$ cat src/rtl/core/karplus_strong_drum_voice_assert.svh
// Assertion macros for the drum voice core.
// Depends on nothing; included by the top level before its module header.
`ifndef KARPLUS_STRONG_DRUM_VOICE_ASSERT_SVH
`define KARPLUS_STRONG_DRUM_VOICE_ASSERT_SVH

// Same-cycle implication, disabled while reset is low.
`define KSDV_ASSERT_IMPLIES(lbl, clk, rstn, ante, cons, msg) \
    lbl: assert property (@(posedge clk) disable iff (!(rstn)) (ante) |-> (cons)) \
        else $error(msg);

// Next-cycle implication, disabled while reset is low.
`define KSDV_ASSERT_NEXT(lbl, clk, rstn, ante, cons, msg) \
    lbl: assert property (@(posedge clk) disable iff (!(rstn)) (ante) |=> (cons)) \
        else $error(msg);

`endif

$ cat src/rtl/core/ksdv_pkg.sv
// Shared types, constants and helpers for the drum voice core.
// No dependencies; compiled first.
package ksdv_pkg;

    localparam int GAIN_W     = 16;
    localparam int PCT_W      = 7;
    localparam int PLEN_W     = 11;
    localparam int SEED_W     = 16;
    localparam int CFG_DATA_W = 16;
    localparam int CFG_IDX_W  = 3;

    typedef logic [CFG_IDX_W-1:0] t_cfg_idx;

    localparam t_cfg_idx REG_DECAY_GAIN    = 3'd0;
    localparam t_cfg_idx REG_PLUS_PERCENT  = 3'd1;
    localparam t_cfg_idx REG_PERIOD_LENGTH = 3'd2;
    localparam t_cfg_idx REG_NOISE_SEED    = 3'd3;

    localparam logic [GAIN_W-1:0] GAIN_ONE    = 16'd32768;
    localparam logic [PCT_W-1:0]  PCT_RESET   = 7'd50;
    localparam logic [PLEN_W-1:0] PLEN_RESET  = 11'd100;
    localparam logic [PLEN_W-1:0] PLEN_MIN    = 11'd2;
    localparam logic [SEED_W-1:0] SEED_RESET  = 16'd44257;
    localparam logic [SEED_W-1:0] LFSR_TAPS   = 16'hB400;

    // Draw mod 100 by reciprocal: q = (x * 41943) >> 22 is exact or one low.
    localparam int DRAW_MOD    = 100;
    localparam int RECIP_MULT  = 41943;
    localparam int RECIP_SHIFT = 22;
    localparam int QUOT_W      = 10;
    localparam int REM_W       = 8;

    typedef enum logic {
        OP_LOAD   = 1'b0,
        OP_SAMPLE = 1'b1
    } t_op;

    typedef struct packed {
        logic step;       // sample item transferred: advance the LFSR
        logic advance;    // stage 1 moves to stage 2
        logic seed_load;  // seed register written
    } t_sign_ctl;

    function automatic logic [SEED_W-1:0] lfsr_step(input logic [SEED_W-1:0] s);
        return s[0] ? ((s >> 1) ^ LFSR_TAPS) : (s >> 1);
    endfunction

    function automatic logic [SEED_W-1:0] seed_fix(input logic [SEED_W-1:0] s);
        return (s == '0) ? SEED_W'(1) : s;
    endfunction

endpackage

$ cat src/rtl/core/ksdv_sign.sv
// Sign draw: 16-bit Galois LFSR and a pipelined mod-100 compare.
// Depends on ksdv_pkg.
module ksdv_sign import ksdv_pkg::*; (
    input  logic              i_clk,
    input  logic              i_rst_n,
    input  t_sign_ctl         i_ctl,
    input  logic [SEED_W-1:0] i_seed,
    input  logic [PCT_W-1:0]  i_plus_percent,
    output logic              o_positive
);

    logic [SEED_W-1:0] r_lfsr;
    logic [SEED_W-1:0] n_lfsr;
    logic [SEED_W-1:0] r_draw;
    logic [SEED_W-1:0] r_draw_s2;
    logic [QUOT_W-1:0] r_quot;
    logic [31:0]       quot_prod;
    logic [16:0]       rem_diff;
    logic [REM_W-1:0]  rem_raw;
    logic [REM_W-1:0]  rem_fix;

    always_comb begin
        n_lfsr = r_lfsr;
        if (i_ctl.seed_load) begin
            n_lfsr = seed_fix(i_seed);
        end else if (i_ctl.step) begin
            n_lfsr = lfsr_step(r_lfsr);
        end
    end

    always_ff @(posedge i_clk) begin
        if (!i_rst_n) begin
            r_lfsr <= SEED_RESET;
        end else begin
            r_lfsr <= n_lfsr;
        end
    end

    assign quot_prod = 32'(r_draw) * 32'(RECIP_MULT);

    always_ff @(posedge i_clk) begin
        if (i_ctl.step) begin
            r_draw <= n_lfsr;
        end
        if (i_ctl.advance) begin
            r_draw_s2 <= r_draw;
            r_quot    <= QUOT_W'(quot_prod >> RECIP_SHIFT);
        end
    end

    // Remainder lands in [0, 199]; one conditional subtract fixes it.
    assign rem_diff = 17'(r_draw_s2) - 17'(r_quot) * 17'(DRAW_MOD);
    assign rem_raw  = rem_diff[REM_W-1:0];
    assign rem_fix  = (rem_raw >= REM_W'(DRAW_MOD)) ? (rem_raw - REM_W'(DRAW_MOD)) : rem_raw;

    assign o_positive = rem_fix < REM_W'(i_plus_percent);

endmodule

$ cat config.mk
export PLATFORM = sky130hd
export DESIGN_NAME = ksdv_sign
export DESIGN_NICKNAME = d
export VERILOG_FILES = /design/src/rtl/core/karplus_strong_drum_voice_assert.svh /design/src/rtl/core/ksdv_pkg.sv /design/src/rtl/core/ksdv_sign.sv
export SDC_FILE = /design/constraint.sdc
export NUM_CORES = 1
export LEC_CHECK = 0
export BUFFER_PORTS_ARGS = -buffer_cell sky130_fd_sc_hd__buf_2
export CORE_UTILIZATION = 60
export CTS_BUF_LIST = sky130_fd_sc_hd__clkbuf_8
export DETAILED_ROUTE_END_ITERATION = 6
export PLACE_DENSITY = 0.81
export SLEW_MARGIN = 25
export SYNTH_ARGS = -nofsm -noshare
export SYNTH_HDL_FRONTEND = slang
export SYNTH_SLANG_ARGS = --single-unit
$ cat constraint.sdc
create_clock -name i_clk -period 7.6 [get_ports i_clk]
set_clock_uncertainty 0.1 [all_clocks]
set_input_delay 1.52 -clock i_clk [delete_from_list [all_inputs] [get_ports i_clk]]
set_output_delay 1.52 -clock i_clk [all_outputs]
set_load 0.01 [all_outputs]
# ---- Word level (Yosys, flattened, before mapping)
# Cells that the tools add are included.
dict set report totals {
  elab_cells 17
  register_bits 50
}
dict set report classes {
  bitwise 1
  multipliers 2
  n_addsub 2
  muxes 5
  reduce_logical 1
  n_lt_le_gt_ge 2
}
# operator count
set op_table {}
lappend op_table {{2-to-1 mux 16 bit} 4}
lappend op_table {{multiplier 16 x 16 -> 32 bit (second input constant)} 1}
lappend op_table {{logical NOT 16 bit} 1}
lappend op_table {{multiplier 10 x 5 -> 6 bit (second input constant)} 1}
lappend op_table {{greater-or-equal comparator 8 x 7 -> 1 bit (second input constant)} 1}
lappend op_table {{less-than comparator 8 x 7 -> 1 bit} 1}
lappend op_table {{2-to-1 mux 8 bit} 1}
lappend op_table {{subtractor 8 x 7 -> 8 bit (second input constant)} 1}
lappend op_table {{subtractor 8 bit} 1}
lappend op_table {{inverter 3 -> 4 bit} 1}

# ---- Longest topological paths before layout
dict set report logic_depth {
  depth_word 5
  depth_mapped 19
  ltp_nobuf 19
}

# ---- Worst setup path after synthesis
# OpenSTA, ideal clock, no wires.
dict set report synth_timing {
  path_type {reg-to-reg}
  startpoint {register r_draw[9]}
  endpoint {register r_quot[5] (data pin)}
  stages_incl_launch_ff 18
  arrival_ns 4.946
  n_path_buf 0
  required_ns 7.231
  setup_time_ns 0.269
  setup_slack_ns 2.285
  cell_sequence {edfxtp_1 > ha_1 > inv_1 > fa_1 > inv_1 > fa_1 > fa_1 > fa_1 > inv_1 > fa_1 > inv_1 > ha_1 > a21oi_1 > o21ai_0 > a21oi_1 > o211ai_1 > a2111oi_0 > nor3_1}
}
dict set report synth_via {
  elab_chain_len 1
}
# item line
set synth_rtl {}
lappend synth_rtl {{from (decl)} ksdv_sign.sv:14} ;# logic [SEED_W-1:0] r_draw;
lappend synth_rtl {{from (signal assigned)} ksdv_sign.sv:43} ;# r_draw <= n_lfsr;
lappend synth_rtl {{multiplier 16 x 16 -> 32 bit} ksdv_sign.sv:39} ;# assign quot_prod = 32'(r_draw) * 32'(RECIP_MULT);
lappend synth_rtl {{net quot_prod[27]} ksdv_sign.sv:17} ;# logic [31:0] quot_prod;
lappend synth_rtl {{to (signal assigned)} ksdv_sign.sv:47} ;# r_quot <= QUOT_W'(quot_prod >> RECIP_SHIFT);
lappend synth_rtl {{to (decl)} ksdv_sign.sv:16} ;# logic [QUOT_W-1:0] r_quot;
# The timed path passes the listed nets, and every way through them passes these cells.
# A chain may end at the register's enable or synchronous reset.

# ---- Final worst setup path
dict set report layout_timing {
  startpoint {register r_draw[6]}
  endpoint {register r_quot[5] (data pin)}
}
# Same word-level chain as after synthesis.

==> metrics <==
Setup Fix Bufs, Post-CTS=0; Yosys top cell by area=fa_1; CTS tree=yes; first-pass GRT wire length=~23000 microns; metal3 WL=529 microns; Met1 Wirelength=5590 microns; Fin. Hold Viols=0; share of cells above drive strength 1=0.07824; r2r setup slk=1.52 ns; Startpoint Class=flop; gr usage total=0.2553; FILL cells=878; Via density=about 5.4; top post-synthesis cells by area=fa_1, ha_1, edfxtp_1, inv_1, dfxtp_1; drt drc=0; Clock Latency Late Sink=0.31 ns; Initial Utilization=0.6143; H-tree depth reported by CTS=2; hold bufs inserted after CTS=0; setup repair after global routing missed its margin=no; sequential area share after synthesis=0.1748; r2r worst-path depth=17; CP max FO=8; TritonCTS sink count=46; Mapped Cells=672; biggest cell delay along the critical path=0.67 ns; antenna cell count=0; vias in the first global route=4907; Critical-path top delay cell=edfxtp_1; cell family with most CP delay=adder cells; Nets=974; Unique masters post-synth=47; worst-case clock buffer depth=2; synth-to-layout area growth=5.554%; synth cell count leaders=inv_1, ha_1, fa_1; CP Data Required Time=7.55 ns; Setup-failing EPs final=0; end of the critical path=r_quot[5]; Clk pin slew, worst setup/hold paths=0.10 ns; DP Wirelength=11810 microns; Buffers & Inverters on Critical Path=4; synthesis warning total=0; First-pass DRT Iterations=4; DR vias=4547; reg2reg start=r_draw[6]; crit-path cells=inv_1 -> fa_1 -> inv_1 -> ha_1 -> fa_1 -> fa_1 -> fa_1 -> inv_1 -> fa_1 -> inv_1 -> ha_1 -> nand2_1 -> nor4_1 -> o31ai_1 -> o211ai_1 -> and4_1 -> nor3_1; Die Wd=around 110 microns; IO Pins=29; clk root buf=clkbuf_8; ys flop type=edfxtp_1; FMAX=0.1646 GHz; CP arrival=6.03 ns; Setup CP Type=flop to flop; Avg WL per Cell=16.52 microns; Yosys top cell area share=0.2838; outcome=completed; Reg-to-Reg End=r_quot[5]; Tmin final=approximately 6 ns; number of flops mapped to enable cells by yosys=30; Crit. End Element=flop; count leader, synth=inv_1; Most Frequent Cell on Critical Path=fa_1; number of port buffers=28; Avg Cell Area, Syn=10.39 sq um; post_cts resized=0; Num CTS Buffers=5; largest net degree at the start of global routing=37; Detailed Route WL=13970 microns; initial antenna violation count=0; syn_nets=~940; total grt overflow=0; core region area=0.01137 sq mm; Worst Setup SP=r_draw[6]; die area=0.01208 sq mm; flops & latches, synth=46; WL met2=7467 microns; Worst Hold Class=flop to flop; total negative slack=0 ns; num rows=39; Worst-Margin Slew=around 0.77 ns; slew margin rel.=0.4838; period utilization=0.7996; highest metal used=met4; hold depth=2; Synth async-reset ratio=0; Netlist Area Pre-Place=0.006984 sq mm; Iter 0 DRT Violations=between 100 and 150; DRT antenna net count=0; Crit path depth=17; Final Max Tran Viols=0; placer congestion estimate=0.8834; die span in y=109.9 microns; Max Cap Viol=0
==> per-layer routing <==
layer,GRT usage,up-vias
li1,-,2191
met1,0.3009,2214
met2,0.4817,117
met3,0.02667,25
met4,0.08190,0
met5,0,-
==> layout by cell type, fill, tap and decap left out, drive strengths merged, types with 2 or more instances in the layout <==
cell type and n:
nand4 4, nor2b 2, a21oi 21, inv 199, ha 145, nand2b 2
a21o 7, nor3 4, nand2 28, fa 99, nor3b 2, edfxtp 30
dfxtp 16, nor2 3, mux2i 14, o31ai 2, and4 2, nand3 4
nor4 4, xnor2 19, o21ai 28, buf 28, a211oi 2, and2 8
xor2 4, clkbuf 5, or2 8
==> worst min-delay path by stage <==
stage	end	startpoint	slack, ns
global route	r_draw[13]	r_lfsr[13]	0.64
finish	r_draw[12]	r_lfsr[12]	0.60
detailed placement	r_draw[12]	r_lfsr[12]	0.56
floorplan	r_draw_s2[0]	r_draw[0]	0.47
CTS	r_draw[12]	r_lfsr[12]	0.60
global placement	r_draw[8]	r_lfsr[9]	0.56
==> state kept, by name, summed over array words and instances, names as in the netlist <==
register and cells:
r_quot 6, r_lfsr 16, r_draw 16, r_draw_s2 8
==> kinds of logic (layout without fill, tap and decap cells) <==
kind of cell    Yosys count  in the layout  synth area share
fa+ha+maj               244            244            0.5435
compound gates           68             68           0.05966
xor+xnor                 23             23           0.03099
flops                    46             46            0.1748
mux                      14             14           0.02006
simple gates             76             76           0.06252
buf+inv                 201            232            0.1084
==> stage by stage <==
| step | instance area [sq um] | cells | setup WS [ns] | hold WS [ns] | utilization |
|---|---|---|---|---|---|
| final | 7372 | 846 | 1.523 | 0.5993 | 0.6484 |
| after global routing | 7372 | 846 | 1.254 | 0.6414 | 0.6484 |
| after CTS | 7372 | 846 | 1.566 | 0.5983 | 0.6484 |
| after detailed placement | 7282 | 838 | 1.646 | 0.5639 | 0.6405 |
| after global placement | 7282 | 838 | 1.863 | 0.5601 | 0.6405 |
| after floorplan | 6984 | 672 | 2.285 | 0.4651 | - |
==> tightest hold or removal path, cell delays in order (launching register included) <==
cell and delay (ns):
dfxtp_1 0.35, o21ai_0 0.07, o21ai_0 0.17
==> area by class of cell <==
type / count / area (sq um) / share of cell area
clock inverters: 3 / 21.27 / 0.002885
clock buffers: 5 / 68.82 / 0.009335
inverters: 196 / 735.7 / 0.09980
multi-input cells: 425 / 5006 / 0.6791
repair buffers: 28 / 140.1 / 0.01901
flip-flops and latches: 46 / 1221 / 0.1656
well taps: 143 / 178.9 / 0.02427
Power is not shown: default switching activity piles up to over one toggle a cycle in this logic, so the estimate is an artifact.
