<file path="config.mk">
export PLATFORM = sky130hd
export DESIGN_NAME = ksdv_mac
export DESIGN_NICKNAME = d
export VERILOG_FILES = /design/src/rtl/core/karplus_strong_drum_voice_assert.svh /design/src/rtl/core/ksdv_pkg.sv /design/src/rtl/core/ksdv_mac.sv
export SDC_FILE = /design/constraint.sdc
export NUM_CORES = 1
export LEC_CHECK = 0
export ABC_AREA = 1
export BUFFER_PORTS_ARGS = -buffer_cell sky130_fd_sc_hd__buf_2
export CAP_MARGIN = 20
export CORE_UTILIZATION = 36
export CTS_CLUSTER_SIZE = 12
export DETAILED_ROUTE_END_ITERATION = 10
export GPL_TIMING_DRIVEN = 0
export HOLD_SLACK_MARGIN = 0.05
export PLACE_DENSITY = 0.62
export SLEW_MARGIN = 10
export SYNTH_ARGS = -nofsm -noshare
export SYNTH_HDL_FRONTEND = slang
export SYNTH_SLANG_ARGS = --single-unit
</file>
<file path="constraint.sdc">
create_clock -name i_clk -period 19.1 [get_ports i_clk]
set_clock_uncertainty 0.2 [all_clocks]
set_input_delay 1.91 -clock i_clk [delete_from_list [all_inputs] [get_ports i_clk]]
set_output_delay 1.91 -clock i_clk [all_outputs]
set_load 0.02 [all_outputs]
</file>
<file path="src/rtl/core/karplus_strong_drum_voice_assert.svh">
// Assertion macros for the drum voice core.
// Depends on nothing; included by the top level before its module header.
`ifndef KARPLUS_STRONG_DRUM_VOICE_ASSERT_SVH
`define KARPLUS_STRONG_DRUM_VOICE_ASSERT_SVH

// Same-cycle implication, disabled while reset is low.
`define KSDV_ASSERT_IMPLIES(lbl, clk, rstn, ante, cons, msg) \
    lbl: assert property (@(posedge clk) disable iff (!(rstn)) (ante) |-> (cons)) \
        else $error(msg);

// Next-cycle implication, disabled while reset is low.
`define KSDV_ASSERT_NEXT(lbl, clk, rstn, ante, cons, msg) \
    lbl: assert property (@(posedge clk) disable iff (!(rstn)) (ante) |=> (cons)) \
        else $error(msg);

`endif

</file>
<file path="src/rtl/core/ksdv_pkg.sv">
// Shared types, constants and helpers for the drum voice core.
// No dependencies; compiled first.
package ksdv_pkg;

    localparam int GAIN_W     = 16;
    localparam int PCT_W      = 7;
    localparam int PLEN_W     = 11;
    localparam int SEED_W     = 16;
    localparam int CFG_DATA_W = 16;
    localparam int CFG_IDX_W  = 3;

    typedef logic [CFG_IDX_W-1:0] t_cfg_idx;

    localparam t_cfg_idx REG_DECAY_GAIN    = 3'd0;
    localparam t_cfg_idx REG_PLUS_PERCENT  = 3'd1;
    localparam t_cfg_idx REG_PERIOD_LENGTH = 3'd2;
    localparam t_cfg_idx REG_NOISE_SEED    = 3'd3;

    localparam logic [GAIN_W-1:0] GAIN_ONE    = 16'd32768;
    localparam logic [PCT_W-1:0]  PCT_RESET   = 7'd50;
    localparam logic [PLEN_W-1:0] PLEN_RESET  = 11'd100;
    localparam logic [PLEN_W-1:0] PLEN_MIN    = 11'd2;
    localparam logic [SEED_W-1:0] SEED_RESET  = 16'd44257;
    localparam logic [SEED_W-1:0] LFSR_TAPS   = 16'hB400;

    // Draw mod 100 by reciprocal: q = (x * 41943) >> 22 is exact or one low.
    localparam int DRAW_MOD    = 100;
    localparam int RECIP_MULT  = 41943;
    localparam int RECIP_SHIFT = 22;
    localparam int QUOT_W      = 10;
    localparam int REM_W       = 8;

    typedef enum logic {
        OP_LOAD   = 1'b0,
        OP_SAMPLE = 1'b1
    } t_op;

    typedef struct packed {
        logic step;       // sample item transferred: advance the LFSR
        logic advance;    // stage 1 moves to stage 2
        logic seed_load;  // seed register written
    } t_sign_ctl;

    function automatic logic [SEED_W-1:0] lfsr_step(input logic [SEED_W-1:0] s);
        return s[0] ? ((s >> 1) ^ LFSR_TAPS) : (s >> 1);
    endfunction

    function automatic logic [SEED_W-1:0] seed_fix(input logic [SEED_W-1:0] s);
        return (s == '0) ? SEED_W'(1) : s;
    endfunction

endpackage

</file>
<file path="src/rtl/core/ksdv_mac.sv">
// Averaging, gain multiply, rounding, sign and saturation of one sample.
// Depends on ksdv_pkg.
module ksdv_mac import ksdv_pkg::*; #(
    parameter int SAMPLE_WIDTH = 16
) (
    input  logic                           i_clk,
    input  logic                           i_advance,
    input  logic signed [SAMPLE_WIDTH-1:0] i_entry,
    input  logic signed [SAMPLE_WIDTH-1:0] i_prev,
    input  logic [GAIN_W-1:0]              i_gain,
    input  logic                           i_positive,
    output logic signed [SAMPLE_WIDTH-1:0] o_result
);

    localparam int SUM_W  = SAMPLE_WIDTH + 1;
    localparam int PROD_W = SAMPLE_WIDTH + GAIN_W + 2;
    localparam int VAL_W  = PROD_W - 16;
    localparam int NEG_W  = VAL_W + 1;

    localparam logic signed [PROD_W-1:0] ROUND_BIAS = PROD_W'(32768);
    localparam logic signed [NEG_W-1:0]  SAT_HI =
        NEG_W'((longint'(1) << (SAMPLE_WIDTH - 1)) - 1);
    localparam logic signed [NEG_W-1:0]  SAT_LO = -SAT_HI - NEG_W'(1);

    logic [GAIN_W-1:0]        gain_c;
    logic signed [SUM_W-1:0]  sum;
    logic signed [GAIN_W:0]   gain_s;
    logic signed [PROD_W-1:0] prod_c;
    logic signed [PROD_W-1:0] r_prod;
    logic signed [PROD_W-1:0] biased;
    logic signed [VAL_W-1:0]  rounded;
    logic signed [NEG_W-1:0]  rounded_x;
    logic signed [NEG_W-1:0]  val;

    assign gain_c = (i_gain > GAIN_ONE) ? GAIN_ONE : i_gain;
    assign sum    = {i_entry[SAMPLE_WIDTH-1], i_entry} + {i_prev[SAMPLE_WIDTH-1], i_prev};
    assign gain_s = {1'b0, gain_c};
    assign prod_c = sum * gain_s;

    always_ff @(posedge i_clk) begin
        if (i_advance) begin
            r_prod <= prod_c;
        end
    end

    // Round half up: add one half, keep the high bits (floor).
    assign biased    = r_prod + ROUND_BIAS;
    assign rounded   = biased[PROD_W-1:16];
    assign rounded_x = {rounded[VAL_W-1], rounded};
    assign val       = i_positive ? rounded_x : -rounded_x;

    always_comb begin
        priority if (val > SAT_HI) begin
            o_result = SAT_HI[SAMPLE_WIDTH-1:0];
        end else if (val < SAT_LO) begin
            o_result = SAT_LO[SAMPLE_WIDTH-1:0];
        end else begin
            o_result = val[SAMPLE_WIDTH-1:0];
        end
    end

endmodule

</file>
### After elaboration in Yosys (flattened, before gate mapping)

Cells that the tools add are included.

* muxes and demuxes: 4
* add/subtract/negate cells: 3
* $lt $le $gt $ge: 3
* multipliers: 1

Operator list (count)
* $mux W16: 3
* $add A34 B17 Y34 const B: 1
* $mul A17 B17 Y34: 1
* $gt A19 B16 Y1 const B: 1
* $lt A19 B16 Y1 const B: 1
* $mux W19: 1
* $neg A18 Y19: 1
* $add A16 B16 Y17: 1
* $gt A16 B16 Y1 const B: 1

* output and inout port bits: 16
* register bits: 34
* bits of input ports: 51
* word-level logic and storage cells: 12

### Depth between registers and ports, before layout

Gate-level depths: netlist of run 1.

* depth after elaboration: 6
* gate-level depth with buffers: 36
* gate-level depth less buffers: 35

### Worst setup path before layout of run 1

OpenSTA, ideal clock, no wires.

* path type: input port to flip-flop
* start: input port i_entry[0]
* end: register r_prod[33] (data pin)
* setup slack: 10.057 ns
* data required time: 18.640 ns
* stages: 30
* buffers on the path: 2
* arrival time: 8.582 ns
* setup time: 0.260 ns
* cells stage by stage: ha_1 -> inv_1 -> fa_1 -> nand3b_1 -> nand2_1 -> nand3_1 -> o211ai_1 -> nand3_1 -> nand2_1 -> nand2_1 -> nand2_1 -> nand2_1 -> clkbuf_1 -> nand2_1 -> inv_1 -> fa_1 -> fa_1 -> clkbuf_1 -> inv_1 -> fa_1 -> fa_1 -> fa_1 -> fa_1 -> inv_1 -> ha_1 -> nand4_1 -> inv_1 -> a221oi_1 -> nand2_1 -> xor2_1

* longest elaborated chain between the ends: 2

Ends and longest elaborated chain
* start, declared: RTL line ksdv_mac.sv:8 `input logic signed [SAMPLE_WIDTH-1:0] i_entry,`
* $add A16 B16 Y17: RTL line ksdv_mac.sv:36 `assign sum = {i_entry[SAMPLE_WIDTH-1], i_entry} + {i_prev[SAMPLE_WIDTH-1], i_prev};`
* $mul A17 B17 Y34: RTL line ksdv_mac.sv:38 `assign prod_c = sum * gain_s;`
* net prod_c[33]: RTL line ksdv_mac.sv:28 `logic signed [PROD_W-1:0] prod_c;`
* end signal, assigned: RTL line ksdv_mac.sv:42 `r_prod <= prod_c;`
* end, declared: RTL line ksdv_mac.sv:29 `logic signed [PROD_W-1:0] r_prod;`

The timed path passes the listed nets, and every way through them passes these cells.
A chain may end at the register's enable or synchronous reset.

### Worst setup path in the final report of run 1

* start: input port i_prev[0]
* end: register r_prod[24] (data pin)

* longest elaborated chain between the ends: 2

Ends and longest elaborated chain
* start, declared: RTL line ksdv_mac.sv:9 `input logic signed [SAMPLE_WIDTH-1:0] i_prev,`
* $add A16 B16 Y17: RTL line ksdv_mac.sv:36
* $mul A17 B17 Y34: RTL line ksdv_mac.sv:38
* net prod_c[24]: RTL line ksdv_mac.sv:28

The timed path passes the listed nets, and every way through them passes these cells.

==> qor.log, run 1 <==
[min_path] Min-Delay Endpoint r_prod[33]
[route] routed wirelength normalized by instance count 15.4 um
[route] WL final 33.9 mm
[floorplan] Die ar. 0.0366 mm2
[synth] Mapped Cells 1668
[final_layout] area growth from synthesis to final layout 7.59%
[clocking] htree depth 1
[critical_path] cell with the largest stage delay on the worst path xor2_1
[grt] grt met3 use 2.52%
[final_layout] Layout Utilization 39.8%
[outcome] outcome finished, final reports clean
[final_layout] registers with the highest flip-flop counts r_prod: 19 flops
[route] Iteration-0 DRC Markers 759
[timing] endpoints failing setup 0
[final_layout] Storage cell area 571 um2
[grt] gr ovfl total 0
[grt] overall routing resource usage 19.9%
[floorplan] Initial Utilization 37.0%
[min_path] critical hold path startpoint i_advance
[final_layout] number of antenna cells inserted 0
[timing] achievable frequency 99.5 MHz
[critical_path] worst stage delay on the critical path 770 ps
[grt] global-route wire length before repair 56.8 mm
[final_layout] most common library cell in the layout ignoring fill and taps inv_1
[final_layout] most frequent cells in the layout inv_1, nand2_1, fa_1
[grt] Global Route met1 Usage 26.5%
[synth] post-synthesis net count 2094
[final_layout] fill count 3670
[clocking] Num Clock Sinks 19
[synth] post-synthesis sequential area ratio 4.43%
[grt] maximum number of pins on one net before global-route repair 20
[synth] count of yosys warnings during synthesis 0
[clocking] post-CTS setup repair buffer count 0
[clocking] maximum number of buffers from clock root to sink 2
[place] placer congestion estimate 0.952
[final_layout] register containing the most flip-flops in the final layout r_prod
[floorplan] Core ar. 0.0349 mm2
[critical_path] category of the worst setup path launch point input port
[timing] worst slew margin relative to its limit 19.7%
[floorplan] ports placed on the boundary 67
[floorplan] Die Width 191 um
[final_layout] area of the multi-input gates 0.0105 mm2
[clocking] hold buffer count at cts 0
[route] DRC 0
[synth] Unique masters post-synth 35
[synth] flip-flop and latch count after synthesis 19
[critical_path] Worst EP arrival 9840 ps
[timing] Final period util 52.6%
[floorplan] Die Ht 191 um
[critical_path] worst-path fanout max 9
[route] routed via count divided by cell count 4.90
[clocking] TritonCTS clock tree done
[timing] Final Hold Violating Endpoints 0
[floorplan] Placement Rows 68
[critical_path] CP Class in2reg
[clocking] CTS Buf Count 3
[grt] met2 global-route usage 34.0%
[timing] pins over their slew limit 0
[timing] Tightest Pin Transition 1200 ps
[route] router iterations before antenna repair 5
[timing] final setup TNS 0 ps
[route] number of vias in the routed layout 10800
[final_layout] number of flip-flops under the largest register name 19
[critical_path] Worst Setup End Kind flip-flop
[place] Port-buffer cells 66
[final_layout] share of final-layout standard cells stronger than drive strength 1 6.79%
[clocking] Clk Tree Root Cell clkbuf_16
[clocking] post-cts sizing count 0
[final_layout] total number of nets in the final design 2165
[run] # Max-Cap Violations 0
[grt] initial antenna violation count 0
[synth] Synth Area per Inst 7.73 um2
[route] residual antenna-violating net count after detailed routing 0
[min_path] Worst Hold Path Cells 1
[critical_path] data required time of the worst path 18890 ps
[synth] Netlist Area Pre-Place 0.0129 mm2
[timing] RSZ-0062 raised after global routing false
[grt] via count of the first global-routing pass 11200
[place] Detailed Place HPWL 29.6 mm
[grt] layer carrying the most global-route usage met2
[min_path] min-delay worst type in2reg
[timing] crit path time final 10050 ps
[clocking] Clk pin slew, worst setup/hold paths 50 ps
[layer usage]
metal  share of wire [%]  wire [um]
met5                   0          0
met4                 2.6        895
met3                 7.4       2520
met2                  47      16000
met1                  43      14400
[worst max path at each step]
stage / start / endpoint / slack (ps) / cells after the start
3_5_place_dp: i_gain[14] / r_prod[33] / 8910 / 24
6_report: i_prev[0] / r_prod[24] / 9050 / 31
3_3_place_gp: i_entry[0] / r_prod[24] / 8860 / 31
4_1_cts: i_gain[14] / r_prod[33] / 9150 / 24
5_1_grt: i_gain[14] / r_prod[32] / 8570 / 24
2_1_floorplan: i_entry[0] / r_prod[33] / 10060 / 30
[through the flow]
step	worst slack, ps	hold WS [ps]	cells	area, um2
after floorplan	10060	1820	1668	12900
after global placement	8860	2180	2189	13800
after detailed placement	8910	2180	2189	13800
after CTS	9150	1920	2193	13900
after global routing	8570	1940	2193	13900
final	9050	1910	2193	13900
[synthesized netlist by cell type, drive strengths merged]
| cell type | count | area (um2) |
|---|---|---|
| a31oi | 4 | 25.0 |
| o21ai | 33 | 165 |
| or2 | 23 | 144 |
| nor4 | 6 | 37.5 |
| nand4 | 8 | 50.1 |
| o21bai | 12 | 90.1 |
| a221oi | 2 | 17.5 |
| a211oi | 3 | 22.5 |
| a21boi | 1 | 7.51 |
| fa | 272 | 5450 |
| edfxtp | 19 | 571 |
| a21o | 4 | 30.0 |
| nand3 | 45 | 230 |
| nand3b | 4 | 30.0 |
| ha | 103 | 1290 |
| o21a | 2 | 15.0 |
| xor2 | 34 | 305 |
| nor2 | 194 | 768 |
| nand2 | 337 | 1300 |
| clkbuf | 20 | 75.1 |
| xnor2 | 27 | 236 |
| buf | 3 | 26.3 |
| a21oi | 51 | 255 |
| inv | 435 | 1630 |
| nor3 | 13 | 65.1 |
| o31ai | 2 | 15.0 |
| o211ai | 1 | 7.51 |
| clkinv | 10 | 37.5 |
[area by class of cell]
cell class / instances / area share (%)
multi-input combinational: 1181 / 76.1
clock buffer: 4 / 0.568
tap: 455 / 4.10
timing repair buffer: 66 / 2.38
sequential: 19 / 4.11
inverter: 445 / 12.0
buffer: 23 / 0.731
[cells by family after synthesis]
group,count (synthesis),share of synthesized area (%)
AO/OA/AOI/OAI,115,5.05
XOR/XNOR,61,4.20
adder cells (fa/ha/maj),375,52.2
buffers and inverters,468,13.7
flip-flops,19,4.43
AND/OR/NAND/NOR,630,20.3
[worst max-delay path: cells and delay by family]
family | cells | cell delay [ps]
buffers and inverters | 7 | 810
and+or+nand+nor | 10 | 1650
xor gates and xnor gates | 2 | 930
adders and majority gates | 9 | 3820
AOI/OAI and AO/OA | 3 | 680
Power of run 1 is left out: the tool's default activity adds up to more than one toggle a clock period on the data nets, which glitch-free logic cannot reach.
==> run 2: changes to the inputs <==
--- a/config.mk
+++ b/config.mk
@@ -13,7 +13,7 @@
 export DETAILED_ROUTE_END_ITERATION = 10
 export GPL_TIMING_DRIVEN = 0
 export HOLD_SLACK_MARGIN = 0.05
-export PLACE_DENSITY = 0.62
+export PLACE_DENSITY = 0.63
 export SLEW_MARGIN = 10
 export SYNTH_ARGS = -nofsm -noshare
 export SYNTH_HDL_FRONTEND = slang
==> constraint.sdc (replaced) <==
create_clock -name i_clk -period 8.5 [get_ports i_clk]
set_clock_uncertainty 0.2 [all_clocks]
set_input_delay 0.85 -clock i_clk [delete_from_list [all_inputs] [get_ports i_clk]]
set_output_delay 0.85 -clock i_clk [all_outputs]
set_load 0.02 [all_outputs]
==> qor.log, run 2 (synthesis gave the netlist of run 1 again) <==
[min_path] critical hold path startpoint i_advance
[route] routed via count divided by cell count 4.87
[critical_path] critical path's most frequent cell fa_1
[clocking] CTS Buf Count 3
[final_layout] registers with the highest flip-flop counts r_prod: 19 flops
[place] Port-buffer cells 66
[clocking] Clk pin slew, worst setup/hold paths 50 ps
[timing] Final Hold Violating Endpoints 0
[floorplan] Die Width 191 um
[timing] worst slew margin relative to its limit 28.4%
[final_layout] total number of nets in the final design 2166
[route] router iterations before antenna repair 5
[final_layout] number of antenna cells inserted 0
[final_layout] area of the multi-input gates 0.0107 mm2
[final_layout] number of flip-flops under the largest register name 19
[min_path] Worst Hold Path Cells 1
[final_layout] fill count 3654
[clocking] maximum number of buffers from clock root to sink 2
[final_layout] share of final-layout standard cells stronger than drive strength 1 9.89%
[critical_path] Worst EP arrival 7870 ps
[timing] achievable frequency 124 MHz
[final_layout] Storage cell area 571 um2
[floorplan] Initial Utilization 37.0%
[grt] initial antenna violation count 0
[route] WL final 33.6 mm
[route] number of vias in the routed layout 10700
[critical_path] category of the worst setup path launch point input port
[timing] pins over their slew limit 0
[critical_path] data required time of the worst path 8280 ps
[final_layout] Layout Utilization 40.5%
[final_layout] area growth from synthesis to final layout 9.58%
[final_layout] most frequent cells in the layout inv_1, nand2_1, fa_1
[floorplan] Core ar. 0.0349 mm2
[timing] Tightest Pin Transition 1070 ps
[route] Iteration-0 DRC Markers 679
[grt] overall routing resource usage 19.6%
[critical_path] cell with the largest stage delay on the worst path fa_1
[floorplan] Die ar. 0.0366 mm2
[critical_path] CP Class in2reg
[place] placer congestion estimate 0.942
[outcome] outcome finished, final reports clean
[clocking] Num Clock Sinks 19
[timing] endpoints failing setup 0
[clocking] TritonCTS clock tree done
[place] Placement Setup Slack -635 ps
[timing] crit path time final 8090 ps
[route] routed wirelength normalized by instance count 15.3 um
[final_layout] most common library cell in the layout ignoring fill and taps inv_1
[clocking] htree depth 1
[place] Detailed Place HPWL 29.7 mm
[min_path] min-delay worst type in2reg
[grt] global-route wire length before repair 56.0 mm
[critical_path] Worst Setup End Kind flip-flop
[min_path] Min-Delay Endpoint r_prod[29]
[grt] via count of the first global-routing pass 11300
[clocking] Clk Tree Root Cell clkbuf_16
[route] DRC 0
[grt] gr ovfl total 0
[final_layout] register containing the most flip-flops in the final layout r_prod
[floorplan] Placement Rows 68
[grt] maximum number of pins on one net before global-route repair 20
[run] # Max-Cap Violations 0
[critical_path] worst stage delay on the critical path 550 ps
[timing] Final period util 95.1%
[floorplan] ports placed on the boundary 67
[timing] Worst Slack Setup Final 413 ps
[critical_path] worst-path fanout max 10
[route] residual antenna-violating net count after detailed routing 0
[floorplan] Die Ht 191 um
## run 2: cell types whose count changed in the layout (fill, tap and decap cells not counted), moves of 4 or more
cell | before | now
xor2_1 | 33 | 29
nand2_1 | 324 | 314
xnor2_1 | 27 | 23
clkinvlp_4 | 0 | 4
buf_4 | 0 | 7
inv_1 | 434 | 430
clkbuf_1 | 21 | 11
nand2_2 | 13 | 22
## run 2: cell type report
class / count / area share (%)
Sequential cell: 19 / 4.04
Timing Repair Buffer: 72 / 2.66
Clock inverter: 1 / 0.0354
Tap cell: 455 / 4.03
Buffer: 18 / 0.691
Inverter: 445 / 12.0
Multi-Input combinational cell: 1181 / 76.0
Clock buffer: 3 / 0.531
## run 2: metal layers
metal,share of wire [%],GRT usage [%]
met5,0,0
met4,3.1,6.04
met3,6.5,2.04
met2,48,34.1
met1,42,25.3
## run 2: how the worst max path moves through the flow
stage	from	endpoint	slack, ps
2_1_floorplan	i_entry[0]	r_prod[33]	520
3_3_place_gp	i_gain[14]	r_prod[32]	-700
3_5_place_dp	i_gain[14]	r_prod[32]	-640
4_1_cts	i_entry[0]	r_prod[33]	20
5_1_grt	i_entry[2]	r_prod[31]	-10
6_report	i_entry[0]	r_prod[29]	410
## run 2: metrics by stage
step	hold slack, ps	TNS, ps	instances	instance area (um2)
CTS	875	0	2190	13900
finish	862	0	2194	14100
global route	887	-10.8	2194	14100
detailed placement	1130	-4240	2189	13800
global placement	1130	-4540	2189	13800
floorplan	762	0	1668	12900
## run 2: worst max-delay path: cells and delay by family
family	cells	cell delay [ps]
XOR/XNOR	2	360
AO/OA/AOI/OAI	3	530
AND/OR/NAND/NOR	11	1250
buffers and inverters	8	880
adder cells (fa/ha/maj)	9	3970
## run 2: timing repair
| item | 4_1_cts | 5_1_grt |
|---|---|---|
| hold buffers | 0 | 0 |
| pin swaps | 0 | 5 |
| resized for setup | 16 | 49 |
| buffers inserted | 0 | 6 |
| hold endpoints to repair | 0 | 0 |
| endpoints found under the setup margin | 9 | 15 |
Power of run 2 is left out for the same reason.
